`src/rtl/dsi_pkg.sv`:
```
// ----------------------------------------------------------------------------
// dsi_pkg
// Shared types, constants and helpers for the daylight schedule interpolator.
// ----------------------------------------------------------------------------
`default_nettype none

package dsi_pkg;

   // Channel count default for the top level
   localparam int CHANNELS_DEFAULT = 5;

   // Field widths
   localparam int MINUTE_W  = 11;
   localparam int SECOND_W  = 6;
   localparam int RAMP_W    = 8;
   localparam int LEVELS_W  = 35;
   localparam int LEVEL_W   = 7;
   localparam int CHAN_W    = 3;
   localparam int TARGET_W  = 10;
   localparam int SEG_W     = 3;
   localparam int CSR_IDX_W = 3;
   localparam int BP_COUNT  = 6;

   // Back-end arithmetic widths
   localparam int DT_W   = 17;               // seconds into a segment, < 86400
   localparam int DEN_W  = 14;               // segment length * 6, <= 8634
   localparam int NUM_W  = LEVEL_W + DT_W;   // level delta * seconds
   localparam int QUO_W  = TARGET_W;         // quotient stays below 1000

   // Time and level limits
   localparam logic [MINUTE_W-1:0] MINUTES_PER_DAY = 11'd1440;
   localparam logic [MINUTE_W-1:0] LAST_MINUTE     = 11'd1439;
   localparam logic [SECOND_W-1:0] LAST_SECOND     = 6'd59;
   localparam logic [RAMP_W-1:0]   RAMP_MAX        = 8'd240;
   localparam logic [LEVEL_W-1:0]  LEVEL_MAX       = 7'd100;

   // Register indexes
   localparam logic [CSR_IDX_W-1:0] CSR_SUNRISE_MINUTE = 3'd0;
   localparam logic [CSR_IDX_W-1:0] CSR_SUNSET_MINUTE  = 3'd1;
   localparam logic [CSR_IDX_W-1:0] CSR_SUNRISE_RAMP   = 3'd2;
   localparam logic [CSR_IDX_W-1:0] CSR_SUNSET_RAMP    = 3'd3;
   localparam logic [CSR_IDX_W-1:0] CSR_AUTO_OFF_EN    = 3'd4;
   localparam logic [CSR_IDX_W-1:0] CSR_TURNOFF_MINUTE = 3'd5;
   localparam logic [CSR_IDX_W-1:0] CSR_DAY_LEVELS     = 3'd6;
   localparam logic [CSR_IDX_W-1:0] CSR_NIGHT_LEVELS   = 3'd7;

   // Register reset values
   localparam logic [MINUTE_W-1:0] RST_SUNRISE_MINUTE = 11'd420;
   localparam logic [MINUTE_W-1:0] RST_SUNSET_MINUTE  = 11'd1080;
   localparam logic [RAMP_W-1:0]   RST_SUNRISE_RAMP   = 8'd60;
   localparam logic [RAMP_W-1:0]   RST_SUNSET_RAMP    = 8'd60;
   localparam logic                RST_AUTO_OFF_EN    = 1'b1;
   localparam logic [MINUTE_W-1:0] RST_TURNOFF_MINUTE = 11'd1320;
   localparam logic [LEVELS_W-1:0] RST_DAY_LEVELS     = 35'd27054912100;
   localparam logic [LEVELS_W-1:0] RST_NIGHT_LEVELS   = 35'd0;

   // Breakpoint indexes
   localparam logic [SEG_W-1:0] BP_SUNRISE_START = 3'd0;
   localparam logic [SEG_W-1:0] BP_SUNRISE_END   = 3'd1;
   localparam logic [SEG_W-1:0] BP_SUNSET_START  = 3'd2;
   localparam logic [SEG_W-1:0] BP_SUNSET_END    = 3'd3;
   localparam logic [SEG_W-1:0] BP_TURNOFF_NIGHT = 3'd4;
   localparam logic [SEG_W-1:0] BP_TURNOFF_ZERO  = 3'd5;

   // Request transaction
   typedef struct packed {
      logic [MINUTE_W-1:0] minute_of_day;
      logic [SECOND_W-1:0] second_of_minute;
      logic                auto_active;
   } req_type;

   // Response transaction
   typedef struct packed {
      logic [CHAN_W-1:0]   channel;
      logic [TARGET_W-1:0] target_level;
      logic                last_channel;
   } rsp_type;

   // Schedule derived from the registers
   typedef struct packed {
      logic [BP_COUNT-1:0][MINUTE_W-1:0] tm;
      logic                              auto_off_en;
      logic [LEVELS_W-1:0]               day_levels;
      logic [LEVELS_W-1:0]               night_levels;
   } sched_type;

   // Matched segment handed from front to back
   typedef struct packed {
      logic [SEG_W-1:0]    seg;
      logic [MINUTE_W-1:0] st;
      logic [MINUTE_W-1:0] et;
      logic [MINUTE_W-1:0] ct;
      logic [SECOND_W-1:0] sec;
   } seg_type;

   // Minute register out of range reads as midnight
   function automatic logic [MINUTE_W-1:0] clean_minute(input logic [MINUTE_W-1:0] m);
      return (m > LAST_MINUTE) ? '0 : m;
   endfunction

   // Ramp out of range reads as zero
   function automatic logic [RAMP_W-1:0] clean_ramp(input logic [RAMP_W-1:0] r);
      return (r > RAMP_MAX) ? '0 : r;
   endfunction

   // Circular distance a - b on the day circle, both below 1440
   function automatic logic [MINUTE_W-1:0] wrap_diff(input logic [MINUTE_W-1:0] a,
                                                     input logic [MINUTE_W-1:0] b);
      logic [MINUTE_W:0] sum;
      sum = (a >= b) ? ({1'b0, a} - {1'b0, b})
                     : ({1'b0, a} + {1'b0, MINUTES_PER_DAY} - {1'b0, b});
      return sum[MINUTE_W-1:0];
   endfunction

   // Saturated 7-bit level of one channel; channels past the register read 0
   function automatic logic [LEVEL_W-1:0] level_at(input logic [LEVELS_W-1:0] packed_lv,
                                                   input logic [CHAN_W-1:0]   ch);
      logic [LEVEL_W-1:0] f;
      case (ch)
         3'd0: f = packed_lv[6:0];
         3'd1: f = packed_lv[13:7];
         3'd2: f = packed_lv[20:14];
         3'd3: f = packed_lv[27:21];
         3'd4: f = packed_lv[34:28];
         default: f = '0;
      endcase
      return (f > LEVEL_MAX) ? LEVEL_MAX : f;
   endfunction

   // Level held at a breakpoint
   function automatic logic [LEVEL_W-1:0] bp_level(input logic [SEG_W-1:0]   bp,
                                                   input logic               turnoff,
                                                   input logic [LEVEL_W-1:0] night,
                                                   input logic [LEVEL_W-1:0] day);
      logic [LEVEL_W-1:0] lv;
      case (bp)
         BP_SUNRISE_START: lv = turnoff ? '0 : night;
         BP_SUNRISE_END:   lv = day;
         BP_SUNSET_START:  lv = day;
         BP_SUNSET_END:    lv = night;
         BP_TURNOFF_NIGHT: lv = night;
         BP_TURNOFF_ZERO:  lv = '0;
         default:          lv = '0;
      endcase
      return lv;
   endfunction

endpackage

`default_nettype wire

```
`src/rtl/dsi_csr.sv`:
```
// ----------------------------------------------------------------------------
// dsi_csr
// Configuration registers and the registered schedule built from them.
// ----------------------------------------------------------------------------
`default_nettype none

module dsi_csr (
   input  wire logic                              clock,
   input  wire logic                              reset,
   input  wire logic                              csr_valid,
   input  wire logic [dsi_pkg::CSR_IDX_W-1:0]     csr_index,
   input  wire logic [dsi_pkg::LEVELS_W-1:0]      csr_wdata,
   output      dsi_pkg::sched_type                sched
);

   logic [dsi_pkg::MINUTE_W-1:0] sunrise_minute_ff;
   logic [dsi_pkg::MINUTE_W-1:0] sunset_minute_ff;
   logic [dsi_pkg::RAMP_W-1:0]   sunrise_ramp_ff;
   logic [dsi_pkg::RAMP_W-1:0]   sunset_ramp_ff;
   logic                         auto_off_en_ff;
   logic [dsi_pkg::MINUTE_W-1:0] turnoff_minute_ff;
   logic [dsi_pkg::LEVELS_W-1:0] day_levels_ff;
   logic [dsi_pkg::LEVELS_W-1:0] night_levels_ff;

   dsi_pkg::sched_type sched_ff;
   dsi_pkg::sched_type sched_in;

   logic [dsi_pkg::MINUTE_W-1:0] rise;
   logic [dsi_pkg::MINUTE_W-1:0] set;
   logic [dsi_pkg::MINUTE_W-1:0] off;
   logic [dsi_pkg::MINUTE_W:0]   rise_end;

   // Register writes
   always_ff @(posedge clock) begin
      if (reset) begin
         sunrise_minute_ff <= dsi_pkg::RST_SUNRISE_MINUTE;
         sunset_minute_ff  <= dsi_pkg::RST_SUNSET_MINUTE;
         sunrise_ramp_ff   <= dsi_pkg::RST_SUNRISE_RAMP;
         sunset_ramp_ff    <= dsi_pkg::RST_SUNSET_RAMP;
         auto_off_en_ff    <= dsi_pkg::RST_AUTO_OFF_EN;
         turnoff_minute_ff <= dsi_pkg::RST_TURNOFF_MINUTE;
         day_levels_ff     <= dsi_pkg::RST_DAY_LEVELS;
         night_levels_ff   <= dsi_pkg::RST_NIGHT_LEVELS;
      end else if (csr_valid) begin
         case (csr_index)
            dsi_pkg::CSR_SUNRISE_MINUTE: sunrise_minute_ff <= csr_wdata[dsi_pkg::MINUTE_W-1:0];
            dsi_pkg::CSR_SUNSET_MINUTE:  sunset_minute_ff  <= csr_wdata[dsi_pkg::MINUTE_W-1:0];
            dsi_pkg::CSR_SUNRISE_RAMP:   sunrise_ramp_ff   <= csr_wdata[dsi_pkg::RAMP_W-1:0];
            dsi_pkg::CSR_SUNSET_RAMP:    sunset_ramp_ff    <= csr_wdata[dsi_pkg::RAMP_W-1:0];
            dsi_pkg::CSR_AUTO_OFF_EN:    auto_off_en_ff    <= csr_wdata[0];
            dsi_pkg::CSR_TURNOFF_MINUTE: turnoff_minute_ff <= csr_wdata[dsi_pkg::MINUTE_W-1:0];
            dsi_pkg::CSR_DAY_LEVELS:     day_levels_ff     <= csr_wdata;
            dsi_pkg::CSR_NIGHT_LEVELS:   night_levels_ff   <= csr_wdata;
            default: ;
         endcase
      end
   end

   // Breakpoint minutes, ramps folded onto the day circle
   always_comb begin
      rise     = dsi_pkg::clean_minute(sunrise_minute_ff);
      set      = dsi_pkg::clean_minute(sunset_minute_ff);
      off      = dsi_pkg::clean_minute(turnoff_minute_ff);
      rise_end = {1'b0, rise} + (dsi_pkg::MINUTE_W+1)'(dsi_pkg::clean_ramp(sunrise_ramp_ff));
      if (rise_end >= {1'b0, dsi_pkg::MINUTES_PER_DAY})
         rise_end = rise_end - {1'b0, dsi_pkg::MINUTES_PER_DAY};

      sched_in                = '0;
      sched_in.tm[dsi_pkg::BP_SUNRISE_START] = rise;
      sched_in.tm[dsi_pkg::BP_SUNRISE_END]   = rise_end[dsi_pkg::MINUTE_W-1:0];
      sched_in.tm[dsi_pkg::BP_SUNSET_START]  =
         dsi_pkg::wrap_diff(set, dsi_pkg::MINUTE_W'(dsi_pkg::clean_ramp(sunset_ramp_ff)));
      sched_in.tm[dsi_pkg::BP_SUNSET_END]    = set;
      sched_in.tm[dsi_pkg::BP_TURNOFF_NIGHT] = off;
      sched_in.tm[dsi_pkg::BP_TURNOFF_ZERO]  = off;
      sched_in.auto_off_en    = auto_off_en_ff;
      sched_in.day_levels     = day_levels_ff;
      sched_in.night_levels   = night_levels_ff;
   end

   // Schedule register, a registered copy of the schedule built from the registers
   always_ff @(posedge clock) begin
      sched_ff <= sched_in;
   end

   assign sched = sched_ff;

endmodule

`default_nettype wire

```
`src/rtl/dsi_front.sv`:
```
// ----------------------------------------------------------------------------
// dsi_front
// Accepts time transactions, drops invalid ones and finds the schedule segment.
// ----------------------------------------------------------------------------
`default_nettype none

module dsi_front (
   input  wire logic                clock,
   input  wire logic                reset,
   input  wire logic                start,
   output      logic                busy,
   input  wire dsi_pkg::req_type    req_payload,
   input  wire dsi_pkg::sched_type  sched,
   input  wire logic                queue_full,
   output      logic                push_valid,
   output      dsi_pkg::seg_type    push_data
);

   logic             in_valid_ff;
   logic             in_valid_in;
   dsi_pkg::req_type in_ff;

   logic                          accept;
   logic                          item_ok;
   logic [dsi_pkg::BP_COUNT-1:0]  hit;
   logic [dsi_pkg::MINUTE_W-1:0]  st_a [dsi_pkg::BP_COUNT];
   logic [dsi_pkg::MINUTE_W-1:0]  et_a [dsi_pkg::BP_COUNT];
   logic [dsi_pkg::MINUTE_W-1:0]  ct;

   // Input stage: stalls only while it holds a transaction and the queue is full
   assign busy    = in_valid_ff & queue_full;
   assign accept  = start & ~busy;
   assign item_ok = (req_payload.minute_of_day <= dsi_pkg::LAST_MINUTE) &&
                    (req_payload.second_of_minute <= dsi_pkg::LAST_SECOND) &&
                    req_payload.auto_active;
   assign in_valid_in = accept ? item_ok : (in_valid_ff & queue_full);

   always_ff @(posedge clock) begin
      if (reset) begin
         in_valid_ff <= 1'b0;
      end else begin
         in_valid_ff <= in_valid_in;
      end
   end

   always_ff @(posedge clock) begin
      if (accept) begin
         in_ff <= req_payload;
      end
   end

   // Segment check for every breakpoint pair; the turn-off pairs only with auto-off on
   assign ct = in_ff.minute_of_day;

   always_comb begin
      for (int i = 0; i < dsi_pkg::BP_COUNT; i++) begin
         st_a[i] = sched.tm[i];
         if (sched.auto_off_en)
            et_a[i] = sched.tm[(i + 1) % dsi_pkg::BP_COUNT];
         else
            et_a[i] = sched.tm[(i + 1) % 4];
         if (!sched.auto_off_en && i >= 4)
            hit[i] = 1'b0;
         else if (et_a[i] >= st_a[i])
            hit[i] = (ct >= st_a[i]) && (ct < et_a[i]);
         else
            hit[i] = (ct >= st_a[i]) || (ct < et_a[i]);
      end
   end

   // Last matching segment wins
   always_comb begin
      push_data     = '0;
      push_data.ct  = ct;
      push_data.sec = in_ff.second_of_minute;
      for (int i = 0; i < dsi_pkg::BP_COUNT; i++) begin
         if (hit[i]) begin
            push_data.seg = dsi_pkg::SEG_W'(i);
            push_data.st  = st_a[i];
            push_data.et  = et_a[i];
         end
      end
   end

   assign push_valid = in_valid_ff & ~queue_full & (|hit);

endmodule

`default_nettype wire

```
`src/rtl/dsi_queue.sv`:
```
// ----------------------------------------------------------------------------
// dsi_queue
// Two-entry queue of matched segments between front and back.
// ----------------------------------------------------------------------------
`default_nettype none

module dsi_queue (
   input  wire logic             clock,
   input  wire logic             reset,
   input  wire logic             push,
   input  wire dsi_pkg::seg_type push_data,
   input  wire logic             pop,
   output      logic             full,
   output      logic             head_valid,
   output      dsi_pkg::seg_type head_data
);

   localparam int DEPTH = 2;
   localparam int PTR_W = $clog2(DEPTH);

   dsi_pkg::seg_type entry_ff [DEPTH];
   logic [PTR_W-1:0] wr_ptr_ff;
   logic [PTR_W-1:0] wr_ptr_in;
   logic [PTR_W-1:0] rd_ptr_ff;
   logic [PTR_W-1:0] rd_ptr_in;
   logic [PTR_W:0]   count_ff;
   logic [PTR_W:0]   count_in;

   assign full       = (count_ff == (PTR_W+1)'(DEPTH));
   assign head_valid = (count_ff != '0);
   assign head_data  = entry_ff[rd_ptr_ff];

   // Pointer and fill count update
   always_comb begin
      wr_ptr_in = push ? PTR_W'(wr_ptr_ff + 1'b1) : wr_ptr_ff;
      rd_ptr_in = pop  ? PTR_W'(rd_ptr_ff + 1'b1) : rd_ptr_ff;
      count_in  = count_ff;
      if (push && !pop)
         count_in = count_ff + 1'b1;
      else if (!push && pop)
         count_in = count_ff - 1'b1;
   end

   always_ff @(posedge clock) begin
      if (reset) begin
         wr_ptr_ff <= '0;
         rd_ptr_ff <= '0;
         count_ff  <= '0;
      end else begin
         wr_ptr_ff <= wr_ptr_in;
         rd_ptr_ff <= rd_ptr_in;
         count_ff  <= count_in;
      end
   end

   // Entry storage
   always_ff @(posedge clock) begin
      if (push) begin
         entry_ff[wr_ptr_ff] <= push_data;
      end
   end

endmodule

`default_nettype wire

```
`src/rtl/dsi_back.sv`:
```
// ----------------------------------------------------------------------------
// dsi_back
// Channel sequencer, level pick, product and pipelined divider per channel.
// ----------------------------------------------------------------------------
`default_nettype none

module dsi_back #(
   parameter int CHANNELS = dsi_pkg::CHANNELS_DEFAULT
) (
   input  wire logic               clock,
   input  wire logic               reset,
   input  wire dsi_pkg::sched_type sched,
   input  wire logic               head_valid,
   input  wire dsi_pkg::seg_type   head_data,
   output      logic               pop,
   output      logic               rsp_valid,
   output      dsi_pkg::rsp_type   rsp_payload
);

   localparam logic [dsi_pkg::CHAN_W-1:0] CHAN_LAST = dsi_pkg::CHAN_W'(CHANNELS - 1);
   localparam int STAGES = dsi_pkg::QUO_W;

   typedef struct packed {
      logic [dsi_pkg::SEG_W-1:0] seg;
      logic [dsi_pkg::DT_W-1:0]  dt;
      logic [dsi_pkg::DEN_W-1:0] den;
   } job_type;

   typedef struct packed {
      logic [dsi_pkg::NUM_W-1:0]    rem;
      logic [dsi_pkg::DEN_W-1:0]    den;
      logic [dsi_pkg::QUO_W-1:0]    quo;
      logic [dsi_pkg::TARGET_W-1:0] base;
      logic                         neg;
      logic [dsi_pkg::CHAN_W-1:0]   channel;
      logic                         last;
   } div_type;

   // Job stage
   logic                       job_valid_ff;
   logic                       job_valid_in;
   job_type                    job_ff;
   job_type                    job_in;
   logic [dsi_pkg::CHAN_W-1:0] chan_ff;
   logic [dsi_pkg::CHAN_W-1:0] chan_in;
   logic                       chan_done;
   logic [dsi_pkg::MINUTE_W-1:0] since;
   logic [dsi_pkg::MINUTE_W-1:0] dur;

   // Level stage
   logic [dsi_pkg::LEVEL_W-1:0] night;
   logic [dsi_pkg::LEVEL_W-1:0] day;
   logic [dsi_pkg::LEVEL_W-1:0] lv_a;
   logic [dsi_pkg::LEVEL_W-1:0] lv_b;
   logic [dsi_pkg::LEVEL_W-1:0] delta;
   logic [dsi_pkg::SEG_W-1:0]   seg_next;
   div_type                     div_in;

   // Divider pipeline
   logic    div_valid_ff [STAGES+1];
   div_type div_ff       [STAGES+1];

   // Output stage
   logic             rsp_valid_ff;
   dsi_pkg::rsp_type rsp_ff;
   dsi_pkg::rsp_type rsp_in;

   // Channel sequencer: next segment enters as the last channel issues
   assign chan_done    = (chan_ff == CHAN_LAST);
   assign pop          = head_valid & (~job_valid_ff | chan_done);
   assign job_valid_in = pop | (job_valid_ff & ~chan_done);

   always_comb begin
      if (pop)
         chan_in = '0;
      else if (job_valid_ff)
         chan_in = chan_ff + 1'b1;
      else
         chan_in = chan_ff;
   end

   // Seconds into the segment and its length times six
   always_comb begin
      since      = dsi_pkg::wrap_diff(head_data.ct, head_data.st);
      dur        = dsi_pkg::wrap_diff(head_data.et, head_data.st);
      job_in.seg = head_data.seg;
      job_in.dt  = (dsi_pkg::DT_W'(since) << 6) - (dsi_pkg::DT_W'(since) << 2)
                   + dsi_pkg::DT_W'(head_data.sec);
      job_in.den = (dsi_pkg::DEN_W'(dur) << 2) + (dsi_pkg::DEN_W'(dur) << 1);
   end

   always_ff @(posedge clock) begin
      if (reset) begin
         job_valid_ff <= 1'b0;
         chan_ff      <= '0;
      end else begin
         job_valid_ff <= job_valid_in;
         chan_ff      <= chan_in;
      end
   end

   always_ff @(posedge clock) begin
      if (pop) begin
         job_ff <= job_in;
      end
   end

   // Start and end levels of the segment for this channel, then the product
   always_comb begin
      night    = dsi_pkg::level_at(sched.night_levels, chan_ff);
      day      = dsi_pkg::level_at(sched.day_levels, chan_ff);
      if (sched.auto_off_en)
         seg_next = (job_ff.seg == dsi_pkg::BP_TURNOFF_ZERO) ? dsi_pkg::BP_SUNRISE_START
                                                              : job_ff.seg + 1'b1;
      else
         seg_next = (job_ff.seg == dsi_pkg::BP_SUNSET_END) ? dsi_pkg::BP_SUNRISE_START
                                                            : job_ff.seg + 1'b1;
      lv_a     = dsi_pkg::bp_level(job_ff.seg, sched.auto_off_en, night, day);
      lv_b     = dsi_pkg::bp_level(seg_next, sched.auto_off_en, night, day);
      div_in.neg = (lv_b < lv_a);
      delta    = div_in.neg ? (lv_a - lv_b) : (lv_b - lv_a);
      div_in.rem = dsi_pkg::NUM_W'(delta) * dsi_pkg::NUM_W'(job_ff.dt);
      div_in.den = job_ff.den;
      div_in.quo = '0;
      div_in.base = (dsi_pkg::TARGET_W'(lv_a) << 3) + (dsi_pkg::TARGET_W'(lv_a) << 1);
      div_in.channel = chan_ff;
      div_in.last    = chan_done;
   end

   always_ff @(posedge clock) begin
      if (reset) begin
         div_valid_ff[0] <= 1'b0;
      end else begin
         div_valid_ff[0] <= job_valid_ff;
      end
   end

   always_ff @(posedge clock) begin
      div_ff[0] <= div_in;
   end

   // Restoring divider, one quotient bit per stage, most significant first
   for (genvar j = 0; j < STAGES; j++) begin : g_div
      localparam int BIT = STAGES - 1 - j;
      logic [dsi_pkg::NUM_W-1:0] sub_den;
      div_type                   stage_in;

      always_comb begin
         sub_den  = dsi_pkg::NUM_W'(div_ff[j].den) << BIT;
         stage_in = div_ff[j];
         if (div_ff[j].rem >= sub_den) begin
            stage_in.rem      = div_ff[j].rem - sub_den;
            stage_in.quo[BIT] = 1'b1;
         end
      end

      always_ff @(posedge clock) begin
         if (reset) begin
            div_valid_ff[j+1] <= 1'b0;
         end else begin
            div_valid_ff[j+1] <= div_valid_ff[j];
         end
      end

      always_ff @(posedge clock) begin
         div_ff[j+1] <= stage_in;
      end
   end

   // Final target and result register
   always_comb begin
      rsp_in.channel      = div_ff[STAGES].channel;
      rsp_in.last_channel = div_ff[STAGES].last;
      rsp_in.target_level = div_ff[STAGES].neg ? (div_ff[STAGES].base - div_ff[STAGES].quo)
                                               : (div_ff[STAGES].base + div_ff[STAGES].quo);
   end

   always_ff @(posedge clock) begin
      if (reset) begin
         rsp_valid_ff <= 1'b0;
      end else begin
         rsp_valid_ff <= div_valid_ff[STAGES];
      end
   end

   always_ff @(posedge clock) begin
      rsp_ff <= rsp_in;
   end

   assign rsp_valid   = rsp_valid_ff;
   assign rsp_payload = rsp_ff;

endmodule

`default_nettype wire

```
`src/rtl/daylight_schedule_interpolator_core.sv`:
```
// ----------------------------------------------------------------------------
// daylight_schedule_interpolator_core
// Turns a time of day into per-channel target levels along a daily schedule.
// ----------------------------------------------------------------------------
// Usage:
//   Request channel: a transaction (minute, second, auto flag) is taken on a
//   clock edge with start high and busy low. Invalid times, an inactive flag
//   or a time outside every schedule segment produce no response.
//   Response channel: one transaction per channel, channel 0 first, on
//   consecutive cycles, each marked by rsp_valid for exactly one cycle;
//   last_channel flags the final one. The receiver cannot stall the block.
//   Configuration channel: csr_ready is always high; writes land at once. The
//   user must see that writes are issued only while no request is in flight;
//   the block itself does not enforce this.
// Pipeline: a request passes input, queue, job, divider and result registers.
//   The channel sequencer issues one divide per cycle, one per channel
//   (CHANNELS, 5 by default); a two-entry segment queue lets the front keep
//   taking requests while the back end works, and busy rises only when the
//   input stage holds a request and the queue is full.
// Reset: synchronous, clears all control state and reloads register defaults.
// ----------------------------------------------------------------------------
`default_nettype none

module daylight_schedule_interpolator_core #(
   parameter int CHANNELS = dsi_pkg::CHANNELS_DEFAULT
) (
   input  wire logic                          clock,
   input  wire logic                          reset,
   // Request channel
   input  wire logic                          start,
   output      logic                          busy,
   input  wire dsi_pkg::req_type              req_payload,
   // Response channel
   output      logic                          rsp_valid,
   output      dsi_pkg::rsp_type              rsp_payload,
   // Configuration channel
   input  wire logic                          csr_valid,
   output      logic                          csr_ready,
   input  wire logic [dsi_pkg::CSR_IDX_W-1:0] csr_index,
   input  wire logic [dsi_pkg::LEVELS_W-1:0]  csr_wdata
);

   dsi_pkg::sched_type sched;
   dsi_pkg::seg_type   push_data;
   dsi_pkg::seg_type   head_data;
   logic               push_valid;
   logic               queue_full;
   logic               head_valid;
   logic               pop;

   assign csr_ready = 1'b1;

   // Registers and schedule
   dsi_csr u_csr (
      .clock     (clock),
      .reset     (reset),
      .csr_valid (csr_valid),
      .csr_index (csr_index),
      .csr_wdata (csr_wdata),
      .sched     (sched)
   );

   // Front: accept and segment match
   dsi_front u_front (
      .clock       (clock),
      .reset       (reset),
      .start       (start),
      .busy        (busy),
      .req_payload (req_payload),
      .sched       (sched),
      .queue_full  (queue_full),
      .push_valid  (push_valid),
      .push_data   (push_data)
   );

   // Segment queue
   dsi_queue u_queue (
      .clock      (clock),
      .reset      (reset),
      .push       (push_valid),
      .push_data  (push_data),
      .pop        (pop),
      .full       (queue_full),
      .head_valid (head_valid),
      .head_data  (head_data)
   );

   // Back: per-channel interpolation
   dsi_back #(
      .CHANNELS (CHANNELS)
   ) u_back (
      .clock       (clock),
      .reset       (reset),
      .sched       (sched),
      .head_valid  (head_valid),
      .head_data   (head_data),
      .pop         (pop),
      .rsp_valid   (rsp_valid),
      .rsp_payload (rsp_payload)
   );

endmodule

`default_nettype wire

```
`config.mk`:
```
export PLATFORM = sky130hd
export DESIGN_NAME = daylight_schedule_interpolator_core
export DESIGN_NICKNAME = d
export VERILOG_FILES = /design/src/rtl/dsi_pkg.sv /design/src/rtl/dsi_csr.sv /design/src/rtl/dsi_front.sv /design/src/rtl/dsi_queue.sv /design/src/rtl/dsi_back.sv /design/src/rtl/daylight_schedule_interpolator_core.sv
export SDC_FILE = /design/constraint.sdc
export NUM_CORES = 2
export LEC_CHECK = 0
export BUFFER_PORTS_ARGS = -buffer_cell sky130_fd_sc_hd__buf_2
export CORE_ASPECT_RATIO = 1.75
export CORE_UTILIZATION = 50
export DETAILED_ROUTE_END_ITERATION = 7
export PLACE_DENSITY_LB_ADDON = 0.12
export SYNTH_ARGS = -nofsm -noshare
export SYNTH_HDL_FRONTEND = slang
export SYNTH_SLANG_ARGS = --single-unit
```
`constraint.sdc`:
```
create_clock -name clock -period 16.2 [get_ports clock]
set_clock_uncertainty 0.05 [all_clocks]
set_input_delay 1.62 -clock clock [delete_from_list [all_inputs] [get_ports clock]]
set_output_delay 1.62 -clock clock [all_outputs]
set_load 0.05 [all_outputs]
```
Yosys cells after proc, flatten, opt, wreduce, memory -nomap -nowiden. Memories as Yosys holds them, arrays and structs flattened. A register that Yosys moved wholly into a read port is not among the register bits. Index checks and enable logic that the tools add are counted.

Bits in registers: 320. Memory bits (writable): 788. Input bits: 60. Output and inout bits: 17. Logic and storage cells: 270. Memories: 3.

Add/sub/neg operators: 35. Multiply operators: 1. Order comparisons: 41. Equality and inequality tests: 21. Muxes and demuxes: 78. Bitwise operators: 23. Reductions and logical operators: 38.

Memories: u_back.div_ff (depth 11, bits a word 63, rd ports 11, clocked after memory_dff 0, write ports 11, RTL line dsi_back.sv:61) `div_type div_ff [STAGES+1];`; u_queue.entry_ff (depth 2, bits a word 42, rd ports 1, clocked after memory_dff 1, write ports 1, RTL line dsi_queue.sv:21) `dsi_pkg::seg_type entry_ff [DEPTH];`; u_back.div_valid_ff (depth 11, bits a word 1, rd ports 11, clocked after memory_dff 1, write ports 11, RTL line dsi_back.sv:60) `logic div_valid_ff [STAGES+1];`.

Operators with widths (number): $mux W24 (12); $ge A11 B11 Y1 (13); $mux W11 (9); $pmux W7 S5 (2); $lt A11 B11 Y1 (6); $mux W25 (2); $sub A11 B11 Y11 (4); $pmux W7 S3 (2); $mux W1 (37); $add A11 B11 Y11 const B (3); $gt A11 B11 Y1 const B (3); $mux W7 (4); $eq A3 B2 Y1 const B (8); $eq A3 B3 Y1 const B (8); $ge A24 B14 Y1 (1); $ge A24 B15 Y1 (1); $ge A24 B16 Y1 (1); $ge A24 B17 Y1 (1); $ge A24 B18 Y1 (1); $ge A24 B19 Y1 (1); $ge A24 B20 Y1 (1); $ge A24 B21 Y1 (1); $ge A24 B22 Y1 (1); $ge A24 B23 Y1 (1); 51 further kinds (114).

Longest topological paths before layout.
Depth in word-level cells: 11. Gate-level depth with buffers: 44. Gate-level depth less buffers: 40.

Cells and area by module. From an unflattened synthesis, not the netlist that was laid out.

Cell total of the unflattened synthesis: 4925. Area total of the unflattened synthesis: 48754.3 µm².

Modules (own cells, without submodules): dsi_back (times used 1, cells each 3039, area each 30506.8 µm²); dsi_csr (times used 1, cells each 949, area each 8889.8 µm²); dsi_front (times used 1, cells each 782, area each 6105.9 µm²); dsi_queue (times used 1, cells each 153, area each 3240.6 µm²); daylight_schedule_interpolator_core (times used 1, cells each 2, area each 11.3 µm²).

Worst setup path after synthesis. No wires, ideal clock.

Kind: register -> register. Start point: reg u_back.chan_ff[2] in the netlist's numbering. End point: mem u_back.div_ff[0][57] in the netlist's numbering. Library setup time: 0.123 ns. Data arrival time: 9.013 ns. Required time: 16.027 ns. Setup slack: 7.013 ns. Stages on the path, launching flop included: 39. Path through: dfxtp_1 > clkbuf_1 > clkbuf_1 > inv_1 > ha_1 > clkbuf_1 > a222oi_1 > o21ai_0 > nor2_1 > a21oi_1 > nor3b_1 > a22oi_1 > ha_1 > nor2b_1 > o21ai_1 > a21boi_0 > o21ai_0 > a21oi_2 > [... 3 more ...] > buf_2 > buf_4 > mux2i_1 > fa_1 > fa_1 > fa_1 > inv_1 > fa_1 > inv_1 > ha_1 > a21o_1 > a21o_1 > a21oi_1 > o21bai_1 > a221o_1 > a21oi_1 > o21bai_1 > xor2_1.

RTL lines: from (decl) (RTL line dsi_back.sv:44) `logic [dsi_pkg::CHAN_W-1:0] chan_ff;`; from (signal assigned) (RTL line dsi_back.sv:98) `chan_ff <= chan_in;`; to (decl) (RTL line dsi_back.sv:61).

==> metrics.md <==
| Metric | Value |
|---|---|
| Remaining DRCs | 0 |
| Reg clk slew, reported paths | 0.06 ns |
| Register area share after synthesis | 44.63% |
| Starting Density | 50.50% |
| Mapped Nets | 5426 |
| Chip Height | 410.3 microns |
| Largest area contributor in the netlist | dfxtp_1 |
| Worst-Margin Slew | 1.183 ns |
| Critical Path RT | 16.78 ns |
| Synth cell types | 91 |
| Worst skew pair latency | 0.69 ns |
| Core ar. | 0.09433 sq mm |
| RSZ-0062 raised after global routing | no |
| Max cap viols | 0 |
| Routed via count | 33530 |
| WHS Path Cells | 0 |
| Vias per cell | 5.445 |
| Max incr delay on CP | 0.75 ns |
| Final GP Congestion | 0.9245 |
| WL final | 121.4 mm |
| Syn Std Cell Area | 0.04764 sq mm |
| Post-CTS sizing | 0 |
| CTS H-tree lvls | 3 |
| Dpl hpwl | 96.90 mm |
| Critical path data arrival time | 11.09 ns |
| Final setup vio count | 0 |
| Pin count of the biggest net entering global routing | 73 |
| CTS Root Cell | clkbuf_16 |
| CTS Buffer Depth | 3 |
| Die width | 235.3 microns |
| Initial antenna violation count | 0 |
| FF+latch area | 0.02126 sq mm |
| Setup crit start kind | register |
| WL per Instance | 19.72 microns |
| Nets | 5511 |
| Worst R2R Path Depth | 34 |
| Main area contributors after synthesis | dfxtp_1 36%, ha_1 12%, edfxtp_1 8.4%, fa_1 4.7%, nand2_1 3.9% |
| Post-synth EDFFs | 134 |
| Crit path time final | 10.51 ns |
| CP max stage cell | dfxtp_1 |
| Setup TNS | 0 ns |
| Slew Limit Fails | 0 |
| Syn Inst Count | 4793 |
| Fill count | 8483 |
| Vias in the first global route | 34900 |
| Congestion Overflow GR | 0 |
| Layout cells sized above 1 | 7.092% |
| Hold crit path type | register to register |
| CTS Hold Bufs | 0 |
| Worst setup EP type | register |
| Final hold vios | 0 |
| Fin crit share | 64.88% |
| Cts bufs inserted | 89 |
| Yosys reg bits | 995 |
| Synth Flop Type | dfxtp_1 |
| Worst-path maximum fanout | 22 |
| Area share of the largest cell type after synthesis | 36.18% |
| Multi-input logic area | 0.02417 sq mm |
| Antenna fix cells | 0 |
| Clk sinks | 995 |
| Hold worst-path end | u_back.div_ff[7][1] |
| Share of flip-flops with an asynchronous set or reset | 0% |
| Hold wc startpoint | u_back.div_ff[6][1] |
| Reg2Reg Setup Slack | 5.69 ns |
| Synth Area per Inst | 9.939 sq um |
| Total track usage | 25.25% |
| DR iter-0 viols | 1322 |
| Commonest non-fill, non-tap cells in the layout | 860 x dfxtp_1, 493 x nand2_1, 472 x inv_1 |
| Max Clk Rate | 95.14 MHz |
| TritonCTS clock tree | built |
| Status | complete, no violations |
| Die area | 0.09657 sq mm |
| Port Buffer Count | 75 |
| RR Endpoint | u_back.div_ff[0][62] |
| Antenna-violating nets left | 0 |
| TritonRoute pass-1 iters | 5 |
| Reg-to-reg startpoint | u_back.chan_ff[2] |
| Post-CTS Setup Repair Bufs | 0 |
| First-pass GRT wire length | 186.8 mm |
| Layout area overhead | 9.962% |
| Num rows | 149 |
| Most common cell after layout, fill and taps aside | dfxtp_1 |
| I/O pins | 77 |
| Ys Warns | 0 |
| Kind of critical path | register to register |
| Slew headroom | 20.39% |
[stage by stage]
step / instances / setup WS (ns) / instance area (sq um) / util [%] / hold slack, ns
floorplan: 4793 / 7.013 / 47640 / - / 0.2596
global placement: 5995 / 5.842 / 49340 / 52.31 / 0.2595
detailed placement: 5995 / 5.650 / 49340 / 52.31 / 0.2621
CTS: 6157 / 5.612 / 52390 / 55.53 / 0.2591
global route: 6157 / 4.744 / 52390 / 55.53 / 0.2665
finish: 6157 / 5.690 / 52390 / 55.53 / 0.2624
[cells by family (layout without fill, tap and decap cells)]
| logic type | Yosys count | count (layout) | synth area share (%) |
|---|---|---|---|
| other cells | 1 | 1 | 0.007872 |
| compound gates | 965 | 965 | 13.03 |
| simple gates | 1280 | 1280 | 13.09 |
| mux | 143 | 143 | 3.136 |
| fa+ha+maj | 577 | 577 | 16.91 |
| xor+xnor | 244 | 244 | 4.486 |
| buf+inv | 588 | 744 | 4.717 |
| flops | 995 | 995 | 44.63 |
[cells in the mapped netlist (93+ instances only)]
cell type	n
nand2_1	493
dfxtp_1	861
fa_1	112
a21oi_1	333
inv_1	471
xor2_1	94
xnor2_1	150
nor2_1	222
ha_1	461
o21ai_0	161
mux2i_1	93
edfxtp_1	134
and2_1	93
[worst max-delay path: cells and delay by family (launching register included)]
kind / cells / cell delay (ns)
multiplexers: 2 / 0.56
AND/OR/NAND/NOR: 4 / 1.32
XOR/XNOR: 1 / 0.14
flip-flops: 1 / 0.75
buffers and inverters: 5 / 0.53
adder cells (fa/ha/maj): 7 / 3.14
AO/OA/AOI/OAI: 15 / 3.91
[how the worst max path moves through the flow]
stage                     depth (start not counted)               from              endpoint
after floorplan                                  38  u_back.chan_ff[2]  u_back.div_ff[0][57]
after global placement                           34  u_back.chan_ff[2]  u_back.div_ff[0][62]
after detailed placement                         34  u_back.chan_ff[2]  u_back.div_ff[0][62]
after CTS                                        34  u_back.chan_ff[2]  u_back.div_ff[0][62]
after global routing                             36  u_back.chan_ff[0]  u_back.div_ff[0][62]
final                                            34  u_back.chan_ff[2]  u_back.div_ff[0][62]
[final cells by class]
type / instances / area share [%]
clock buffer: 128 / 4.980
clock inverter: 34 / 0.8264
inverter: 474 / 3.396
multi-input combinational: 3210 / 46.13
sequential: 995 / 40.59
tap: 1208 / 2.885
timing repair buffer: 108 / 1.194
[flip-flops by register name, indices dropped and copies added, names as in the netlist, 2 cells and up, named ones only]
| register | cells |
|---|---|
| u_back.div_ff | 579 |
| u_queue.entry_ff | 84 |
| u_csr.sunrise_minute_ff | 11 |
| u_csr.day_levels_ff | 35 |
| u_front.ct | 11 |
| u_back.chan_ff | 3 |
| u_back.job_ff | 20 |
| u_csr.sched | 126 |
| u_csr.sunrise_ramp_ff | 8 |
| u_csr.sunset_minute_ff | 11 |
| u_back.div_in | 13 |
| u_front.push_data | 6 |
| u_csr.night_levels_ff | 35 |
| u_back.rsp_payload | 14 |
| u_back.div_valid_ff | 11 |
| u_csr.turnoff_minute_ff | 11 |
| u_queue.count_ff | 2 |
| u_csr.sunset_ramp_ff | 8 |
[layer usage]
metal	part of all wire, %	routed length [microns]	track usage (%)	vias up
met5	0	0	0	-
met4	9.0	10900	21.51	0
met3	2.5	3026	2.548	365
met2	58	70330	52.59	654
met1	31	37140	20.34	15910
li1	-	-	-	16600
Power is not shown: default switching activity piles up to over one toggle a cycle in this logic, so the estimate is an artifact.
